[src/rtcc_pkg.sv]
// Package for the calendar clock with resync sequencer.
// Holds the transfer payload types, event codes and sequencer codes.
// No dependencies.
package rtcc_pkg;

    // event kinds
    localparam logic [1:0] FUNC_TICK   = 2'd0;
    localparam logic [1:0] FUNC_STEP   = 2'd1;
    localparam logic [1:0] FUNC_SYNC   = 2'd2;
    localparam logic [1:0] FUNC_SERVER = 2'd3;

    // sequencer states
    localparam logic [1:0] ST_INIT    = 2'd0;
    localparam logic [1:0] ST_RESOLVE = 2'd1;
    localparam logic [1:0] ST_SYNCING = 2'd2;
    localparam logic [1:0] ST_SYNCED  = 2'd3;

    localparam logic [15:0] SYNC_INTERVAL_RESET = 16'd3600;

    // year divisible by 25: y * inv(25) mod 2^16 falls at or below (2^16-1)/25
    localparam logic [15:0] INV25_MOD16 = 16'd23593;
    localparam logic [15:0] DIV25_LIMIT = 16'd2621;

    typedef struct packed {
        logic [1:0]  func;
        logic        dns_ok;
        logic        sntp_ok;
        logic [15:0] new_year;
        logic [3:0]  new_month;
        logic [4:0]  new_day;
        logic [4:0]  new_hour;
        logic [5:0]  new_minute;
        logic [5:0]  new_second;
    } t_rtcc_in;

    typedef struct packed {
        logic [1:0]  mode;
        logic        time_valid;
        logic [15:0] year;
        logic [3:0]  month;
        logic [4:0]  day;
        logic [4:0]  hour;
        logic [5:0]  minute;
        logic [5:0]  second;
        logic        dns_request;
        logic        sntp_start;
        logic        request_refused;
    } t_rtcc_out;

endpackage

[src/rtc_calendar_with_sync_control.sv]
// Top level of the calendar clock with resync sequencer.
// Depends on rtcc_pkg for payload types and codes.
// Each event updates the counter, calendar and sequencer state in the cycle it is accepted.

// Usage: one event is taken per clock cycle and its result appears in the
// output register on the next cycle, so the rate is one item per cycle unless
// stalled. All state (second counter, calendar, sequencer) is updated in the
// cycle the event is accepted; the single output register decouples the two
// sides, and o_in_ready is high whenever that register is empty or is being
// taken in the same cycle. The sync interval is written through i_cfg_we and
// i_cfg_wdata and resets to 3600 seconds; zero turns periodic resync off.
module rtc_calendar_with_sync_control import rtcc_pkg::*; (
    input  logic      i_clk,
    input  logic      i_rst_n,
    input  logic      i_in_valid,
    output logic      o_in_ready,
    input  t_rtcc_in  i_in,
    output logic      o_out_valid,
    input  logic      i_out_ready,
    output t_rtcc_out o_out,
    input  logic      i_cfg_we,
    input  logic [15:0] i_cfg_wdata
);

    logic [15:0] r_interval;
    logic [31:0] r_sec_cnt,  n_sec_cnt;
    logic [31:0] r_last_cnt, n_last_cnt;
    logic [1:0]  r_state,    n_state;
    logic        r_resolved, n_resolved;
    logic        r_qready,   n_qready;
    logic        r_pending,  n_pending;
    logic [15:0] r_year,     n_year;
    logic [3:0]  r_month,    n_month;
    logic [4:0]  r_day,      n_day;
    logic [4:0]  r_hour,     n_hour;
    logic [5:0]  r_minute,   n_minute;
    logic [5:0]  r_second,   n_second;
    logic        r_out_valid;
    t_rtcc_out   r_out,      n_out;

    logic        accept;
    logic [15:0] y_mul;
    logic        div25;
    logic        leap;
    logic [4:0]  mlen;
    logic [5:0]  day_inc;
    logic [4:0]  month_inc;
    logic [31:0] since_sync;
    logic        interval_due;
    logic        dns_req, q_start, refused;

    assign o_in_ready = !r_out_valid || i_out_ready;
    assign accept     = i_in_valid && o_in_ready;

    // Gregorian leap test on the current year
    assign y_mul = r_year * INV25_MOD16;
    assign div25 = (y_mul <= DIV25_LIMIT);
    assign leap  = (r_year[3:0] == 4'd0 && div25) || (r_year[1:0] == 2'd0 && !div25);

    always_comb begin
        case (r_month)
            4'd4, 4'd6, 4'd9, 4'd11: mlen = 5'd30;
            4'd2:                    mlen = leap ? 5'd29 : 5'd28;
            default:                 mlen = 5'd31;
        endcase
    end

    assign day_inc      = {1'b0, r_day} + 6'd1;
    assign month_inc    = {1'b0, r_month} + 5'd1;
    assign since_sync   = r_sec_cnt - r_last_cnt;
    assign interval_due = (r_interval != 16'd0) && (since_sync >= {16'd0, r_interval});

    always_comb begin
        n_sec_cnt  = r_sec_cnt;
        n_last_cnt = r_last_cnt;
        n_state    = r_state;
        n_resolved = r_resolved;
        n_qready   = r_qready;
        n_pending  = r_pending;
        n_year     = r_year;
        n_month    = r_month;
        n_day      = r_day;
        n_hour     = r_hour;
        n_minute   = r_minute;
        n_second   = r_second;
        dns_req    = 1'b0;
        q_start    = 1'b0;
        refused    = 1'b0;

        case (i_in.func)
            FUNC_TICK: begin
                n_sec_cnt = r_sec_cnt + 32'd1;
                // calendar only runs once a real year is held
                if (r_year != 16'd0) begin
                    if (r_second < 6'd59) begin
                        n_second = r_second + 6'd1;
                    end else begin
                        n_second = 6'd0;
                        if (r_minute < 6'd59) begin
                            n_minute = r_minute + 6'd1;
                        end else begin
                            n_minute = 6'd0;
                            if (r_hour < 5'd23) begin
                                n_hour = r_hour + 5'd1;
                            end else begin
                                n_hour = 5'd0;
                                if (day_inc > {1'b0, mlen}) begin
                                    n_day = 5'd1;
                                    if (month_inc > 5'd12) begin
                                        n_month = 4'd1;
                                        n_year  = r_year + 16'd1;
                                    end else begin
                                        n_month = month_inc[3:0];
                                    end
                                end else begin
                                    n_day = day_inc[4:0];
                                end
                            end
                        end
                    end
                end
            end
            FUNC_STEP: begin
                case (r_state)
                    ST_INIT: begin
                        n_resolved = 1'b0;
                        n_state    = ST_RESOLVE;
                    end
                    ST_RESOLVE: begin
                        if (!r_resolved) begin
                            dns_req = 1'b1;
                            if (i_in.dns_ok) begin
                                n_resolved = 1'b1;
                                q_start    = 1'b1;
                                n_qready   = 1'b1;
                                n_state    = ST_SYNCING;
                            end
                        end else begin
                            q_start  = 1'b1;
                            n_qready = 1'b1;
                            n_state  = ST_SYNCING;
                        end
                    end
                    ST_SYNCING: begin
                        if (!r_qready) begin
                            n_state = ST_RESOLVE;
                        end else if (i_in.sntp_ok) begin
                            n_year     = i_in.new_year;
                            n_month    = i_in.new_month;
                            n_day      = i_in.new_day;
                            n_hour     = i_in.new_hour;
                            n_minute   = i_in.new_minute;
                            n_second   = i_in.new_second;
                            n_last_cnt = r_sec_cnt;
                            n_pending  = 1'b0;
                            n_state    = ST_SYNCED;
                        end
                    end
                    default: begin
                        if (r_pending || interval_due) begin
                            n_resolved = 1'b0;
                            n_qready   = 1'b0;
                            n_state    = ST_RESOLVE;
                        end
                    end
                endcase
            end
            FUNC_SYNC: begin
                if (r_state == ST_SYNCING) begin
                    refused = 1'b1;
                end else begin
                    n_pending  = 1'b1;
                    n_resolved = 1'b0;
                    n_state    = ST_RESOLVE;
                end
            end
            default: begin
                n_resolved = 1'b0;
                n_state    = ST_RESOLVE;
            end
        endcase

        n_out.mode            = n_state;
        n_out.time_valid      = (n_year != 16'd0);
        n_out.year            = n_year;
        n_out.month           = n_month;
        n_out.day             = n_day;
        n_out.hour            = n_hour;
        n_out.minute          = n_minute;
        n_out.second          = n_second;
        n_out.dns_request     = dns_req;
        n_out.sntp_start      = q_start;
        n_out.request_refused = refused;
    end

    always_ff @(posedge i_clk) begin
        if (!i_rst_n) begin
            r_interval  <= SYNC_INTERVAL_RESET;
            r_sec_cnt   <= 32'd0;
            r_last_cnt  <= 32'd0;
            r_state     <= ST_INIT;
            r_resolved  <= 1'b0;
            r_qready    <= 1'b0;
            r_pending   <= 1'b0;
            r_year      <= 16'd0;
            r_month     <= 4'd0;
            r_day       <= 5'd0;
            r_hour      <= 5'd0;
            r_minute    <= 6'd0;
            r_second    <= 6'd0;
            r_out_valid <= 1'b0;
        end else begin
            if (i_cfg_we) begin
                r_interval <= i_cfg_wdata;
            end
            if (accept) begin
                r_sec_cnt  <= n_sec_cnt;
                r_last_cnt <= n_last_cnt;
                r_state    <= n_state;
                r_resolved <= n_resolved;
                r_qready   <= n_qready;
                r_pending  <= n_pending;
                r_year     <= n_year;
                r_month    <= n_month;
                r_day      <= n_day;
                r_hour     <= n_hour;
                r_minute   <= n_minute;
                r_second   <= n_second;
            end
            // hold the result until transfer, refill on accept
            if (accept) begin
                r_out_valid <= 1'b1;
            end else if (i_out_ready) begin
                r_out_valid <= 1'b0;
            end
        end
    end

    always_ff @(posedge i_clk) begin
        if (accept) begin
            r_out <= n_out;
        end
    end

    assign o_out_valid = r_out_valid;
    assign o_out       = r_out;

endmodule

[config.mk]
export PLATFORM = sky130hd
export DESIGN_NAME = rtc_calendar_with_sync_control
export DESIGN_NICKNAME = d
export VERILOG_FILES = /design/src/rtcc_pkg.sv /design/src/rtc_calendar_with_sync_control.sv
export SDC_FILE = /design/constraint.sdc
export NUM_CORES = 1
export LEC_CHECK = 0
export BUFFER_PORTS_ARGS = -buffer_cell sky130_fd_sc_hd__buf_2
export CAP_MARGIN = 20
export CORE_UTILIZATION = 61
export DETAILED_ROUTE_END_ITERATION = 16
export GPL_TIMING_DRIVEN = 1
export PLACE_DENSITY = 0.82
export REMOVE_ABC_BUFFERS = 1
export SLEW_MARGIN = 20
export SYNTH_ARGS = -nofsm -noshare
export SYNTH_HDL_FRONTEND = slang
export SYNTH_SLANG_ARGS = --single-unit
[constraint.sdc]
create_clock -name i_clk -period 7.93 [get_ports i_clk]
set_input_delay 0 -clock i_clk [delete_from_list [all_inputs] [get_ports i_clk]]
set_output_delay 0 -clock i_clk [all_outputs]
set_load 0.02 [all_outputs]
==> Word-level counts from Yosys, hierarchy flattened <==
Index checks and enable logic that the tools add are counted.
{ "classes": {"addsub": 8, "multipliers": 1, "order_cmp": 7, "n_eq_ne": 16, "mux": 78, "bitwise_logic": 2, "reduce_logical": 27} }
{ "ops": {"columns": ["op", "n"], "rows": [
  ["16-bit 2-to-1 mux", 9],
  ["5-bit 2-to-1 mux", 15],
  ["6-bit 2-to-1 mux", 11],
  ["16-bit nonzero test", 3],
  ["4-bit 2-to-1 mux", 9],
  ["32-bit by 1-bit adder with 32-bit output, second input constant", 1],
  ["32-bit by 16-bit >= comparator with 1-bit output", 1],
  ["16-bit one-hot mux with 2 select lines", 1],
  ["32-bit subtractor", 1],
  ["6-bit one-hot mux with 2 select lines", 2],
  ["5-bit one-hot mux with 2 select lines", 2],
  ["16-bit by 1-bit adder with 16-bit output, second input constant", 1],
  ["16-bit by 12-bit less-or-equal comparator with 1-bit output, second input constant", 1],
  ["16-bit by 15-bit multiplier with 16-bit output, second input constant", 1],
  ["1-bit 2-to-1 mux", 15],
  ["5-bit AND reduction", 3],
  ["6-bit by 1-bit adder with 6-bit output, second input constant", 2],
  ["6-bit < comparator, second input constant", 2],
  ["2-bit 2-to-1 mux", 6],
  ["2-bit one-hot mux with 3 select lines", 2],
  ["2-bit != test, second input constant", 5],
  ["4-bit by 3-bit equality test with 1-bit output, second input constant", 2],
  ["4-bit equality test, second input constant", 2],
  ["4-bit one-hot mux with 2 select lines", 1],
  ["25 further kinds", 41]
]} }
{ "totals": {"register_bits": 176, "inputBits": 67, "elab_cells": 164} }

==> Longest topological paths before layout <==
{ "logic_depth": {"word_depth": 15, "depth_mapped": 31} }

==> Worst setup path after synthesis <==
Ideal clock, no wire load.
{ "synth_path": {"kind": "register -> register", "startpoint": "register r_year[3]", "endpoint": "register r_out (netlist bit o_out[45]) (data pin)", "setup_ns": 0.273, "arrival_time_ns": 6.061, "setup_slack_ns": 1.597, "stages_incl_launch_ff": 27, "synth_period_minus_slack_ns": 6.333, "path_cell_list": "dfxtp_1 ha_1 ha_1 inv_1 fa_1 fa_1 inv_1 fa_1 ha_1 xnor2_1 xnor2_1 xnor2_1 xnor2_1 a21oi_1 mux2_2 a221oi_1 ha_1 a221oi_1 maj3_1 nand3_2 buf_6 nor3_4 a31oi_1 o21ai_1 o211ai_1 nor4_1 nand4_1"} }
{ "synth_rtl": {"columns": ["element", "line", "rtl"], "rows": [
  ["start, declared", "rtc_calendar_with_sync_control.sv:32", "logic [15:0] r_year, n_year;"],
  ["start signal, assigned", "rtc_calendar_with_sync_control.sv:223", "r_year <= n_year;"],
  ["end signal, assigned", "rtc_calendar_with_sync_control.sv:241", "r_out <= n_out;"],
  ["end, declared", "rtc_calendar_with_sync_control.sv:39", "t_rtcc_out r_out, n_out;"]
]} }

==> results_dict.tcl <==
set metrics [dict create \
    layout_commonest_cell "sky130_fd_sc_hd__nand2_1" \
    outcome "finished clean" \
    synth_largest_area_cell "sky130_fd_sc_hd__dfxtp_1" \
    cts_inserted_buffers 17 \
    yosysTopAreaCellShare 0.204 \
    post_synth_main_area_contributors "sky130_fd_sc_hd__dfxtp_1, sky130_fd_sc_hd__ha_1, sky130_fd_sc_hd__edfxtp_1" \
    crit_path_max_fanout 15 \
    area_delta_synth_final_pct 14.5 \
    fin_worst_hold_slack_ps 19.1 \
    maxSlewHeadroom 0.252 \
    final_hold_viol_count 0 \
    wl_met2_um 16700 \
    tritoncts_clock_tree "done" \
    max_rail_drop_vdd_mv 0.144 \
    period_needed_ps 7380 \
    tns_ps 0 \
    cpMostUsedCell "sky130_fd_sc_hd__ha_1" \
    cts.sink_count 176 \
    detail-route-antenna-nets 0 \
    final_cell_mix "sky130_fd_sc_hd__nand2_1, sky130_fd_sc_hd__dfxtp_1, sky130_fd_sc_hd__ha_1" \
    first_global_vias 11200 \
    cts.repair.resized 0 \
    postCtsSetupBuffers 0 \
    maximum_number_of_pins_on_one_net_before_global_route_repair 99 \
    worstMarginPinSlew_ps 1120 \
    dieWidth_um 145 \
    final_cycle_share 0.930 \
    cp.required_ps 8100 \
    io_pins 117 \
    clkLatencyLatePin_ps 440 \
    worst_clock_skew_ps 13.5 \
    synth_edf_count 48 \
    crit_family "adder cells" \
    powerDensity_mw_per_mm2 157 \
    hold_path_class "in -> reg" \
    synth_cell_type_count 90 \
    fp.dieArea_mm2 0.0212 \
    drc_errors 0 \
    floorplan.initialDensity 0.621 \
    rows 52 \
    port-buffer-count 116 \
    detailedRoute.firstIterationViolations 862 \
    wl_met3_um 2170 \
    post_route_cells_drive_above_1_share 0.115 \
    yosysSeqAreaShare 0.319 \
    critical-path-max-stage-delay_ps 670 \
    coreArea_mm2 0.0202 \
    yosys_register_bits 176 \
    prevailing_post_synth_register_cell "sky130_fd_sc_hd__dfxtp_1" \
    maxCapViolations 0 \
    worstPathBufferInverterCount 2 \
    htree_num_levels 4 \
    cpMaxStageDelayCell "sky130_fd_sc_hd__dfxtp_1" \
    unrepaired_setup_endpoints_after_global_routing "false" \
    startpoint_type "flop" \
    fp.dieH_um 145 \
    max_clock_freq_mhz 136 \
    cts_root_buf "sky130_fd_sc_hd__clkbuf_16" \
    place_congestion 0.947 \
    grt_resource_usage_total 0.318 \
    antenna_found_initial 0 \
    first_pass_drt_iterations 5 \
    cp.arrival_ps 7550 \
    maxUsedRoutingLayer "met4" \
    syn_avg_cell_area_um2 8.42 \
    setup_viol 0 \
    vias_per_cell 6.08 \
    total_wirelength_of_the_detailed_routed_design_um 33500 \
    grt_remaining_overflow 0 \
    max-clock-path-buffers 2 \
    ys_async_sr_fraction 0 \
    place.detailed.hpwl_um 23600 \
    critical_path_class "reg -> reg" \
    report.final.slew_viol_count 0 \
    route.layer.met1.wl_um 13700 \
    synth-warning-count 0 \
    p_leak_nw 6.26 \
    grt_pass1_wl_um 54800 \
    worstSetupEndpointType "flop" \
    wl_per_cell_um 17.6 \
    final_nets 1827 \
    routed-via-count 11600 \
    synthesis.instances 1491 \
    clk_pin_slew_worst_paths_ps 80 \
    syn-cell-area_mm2 0.0126 \
]
## per-layer routing
metal | vias to the layer above | GRT usage
met4 | 0 | 0.133
met5 | - | 0
met1 | 5425 | 0.380
li1 | 5541 | -
met2 | 495 | 0.565
met3 | 91 | 0.0530
## area by class of cell
| cell class | instances | area [µm²] |
|---|---|---|
| multi-input combinational | 1132 | 7860 |
| fill | 1590 | 5860 |
| sequential | 176 | 4000 |
| inverter | 120 | 452 |
| clock buffer | 17 | 425 |
| clock inverter | 15 | 194 |
| timing repair buffer | 170 | 1100 |
| antenna | 1 | 2.50 |
| tap | 270 | 338 |
## through the flow
step / setup WS (ps) / power, mW / instance area (µm²) / utilization / instances
after floorplan: 1400 / 1.23 / 12300 / - / 1428
after global placement: 935 / 1.34 / 13300 / 0.657 / 1823
after detailed placement: 701 / 1.35 / 13300 / 0.657 / 1823
after CTS: 690 / 2.25 / 14400 / 0.710 / 1900
after global routing: 136 / 2.33 / 14400 / 0.710 / 1900
final: 554 / 2.25 / 14400 / 0.711 / 1901
## logic make-up after synthesis
logic type / count (synthesis) / synth area share
multiplexers: 16 / 0.0129
XOR/XNOR: 69 / 0.0481
buffers and inverters: 183 / 0.0561
AO/OA/AOI/OAI: 361 / 0.192
adder cells (fa/ha/maj): 144 / 0.155
flip-flops: 176 / 0.319
AND/OR/NAND/NOR: 542 / 0.218
## power breakdown
group | internal (mW) | switching, mW | total, mW
registers | 0.959 | 0.0353 | 0.995
clock network | 0.482 | 0.413 | 0.895
logic | 0.153 | 0.209 | 0.362
## worst paths after layout
kind,from,end,slack (ps),cells after the start
setup / recovery,r_year[6],o_out[45],550,25
setup reg to reg,r_year[6],o_out[45],550,25
hold reg to reg,r_last_cnt[21],r_last_cnt[21],460,2
hold / removal,i_rst_n,r_interval[11],20,2
## state kept, by name, indices dropped and copies added (netlist names)
name,cells
r_second,6
r_qready,1
r_last_cnt,32
o_out_valid,1
r_minute,6
r_state,2
o_out,48
r_day,5
r_pending,1
r_month,4
r_year,16
r_interval,16
r_sec_cnt,32
r_hour,5
r_resolved,1
## repair_timing
item | CTS | global route
setup endpoints to repair | 0 | 0
hold endpoints to repair | 53 | 0
hold buffers | 45 | 0
## synth_stat cells, types with 19 or more instances
library cell and number:
sky130_fd_sc_hd__a21boi_0 50, sky130_fd_sc_hd__nand4_1 33, sky130_fd_sc_hd__clkbuf_1 51, sky130_fd_sc_hd__edfxtp_1 48, sky130_fd_sc_hd__o21ai_0 72, sky130_fd_sc_hd__a21oi_1 83
sky130_fd_sc_hd__nor3_1 20, sky130_fd_sc_hd__xnor2_1 46, sky130_fd_sc_hd__nand3_1 41, sky130_fd_sc_hd__nand2_1 220, sky130_fd_sc_hd__ha_1 124, sky130_fd_sc_hd__inv_1 120
sky130_fd_sc_hd__and2_1 33, sky130_fd_sc_hd__fa_1 19, sky130_fd_sc_hd__nor2_1 80, sky130_fd_sc_hd__dfxtp_1 128, sky130_fd_sc_hd__xor2_1 23
(Power assumes the default switching activity.)
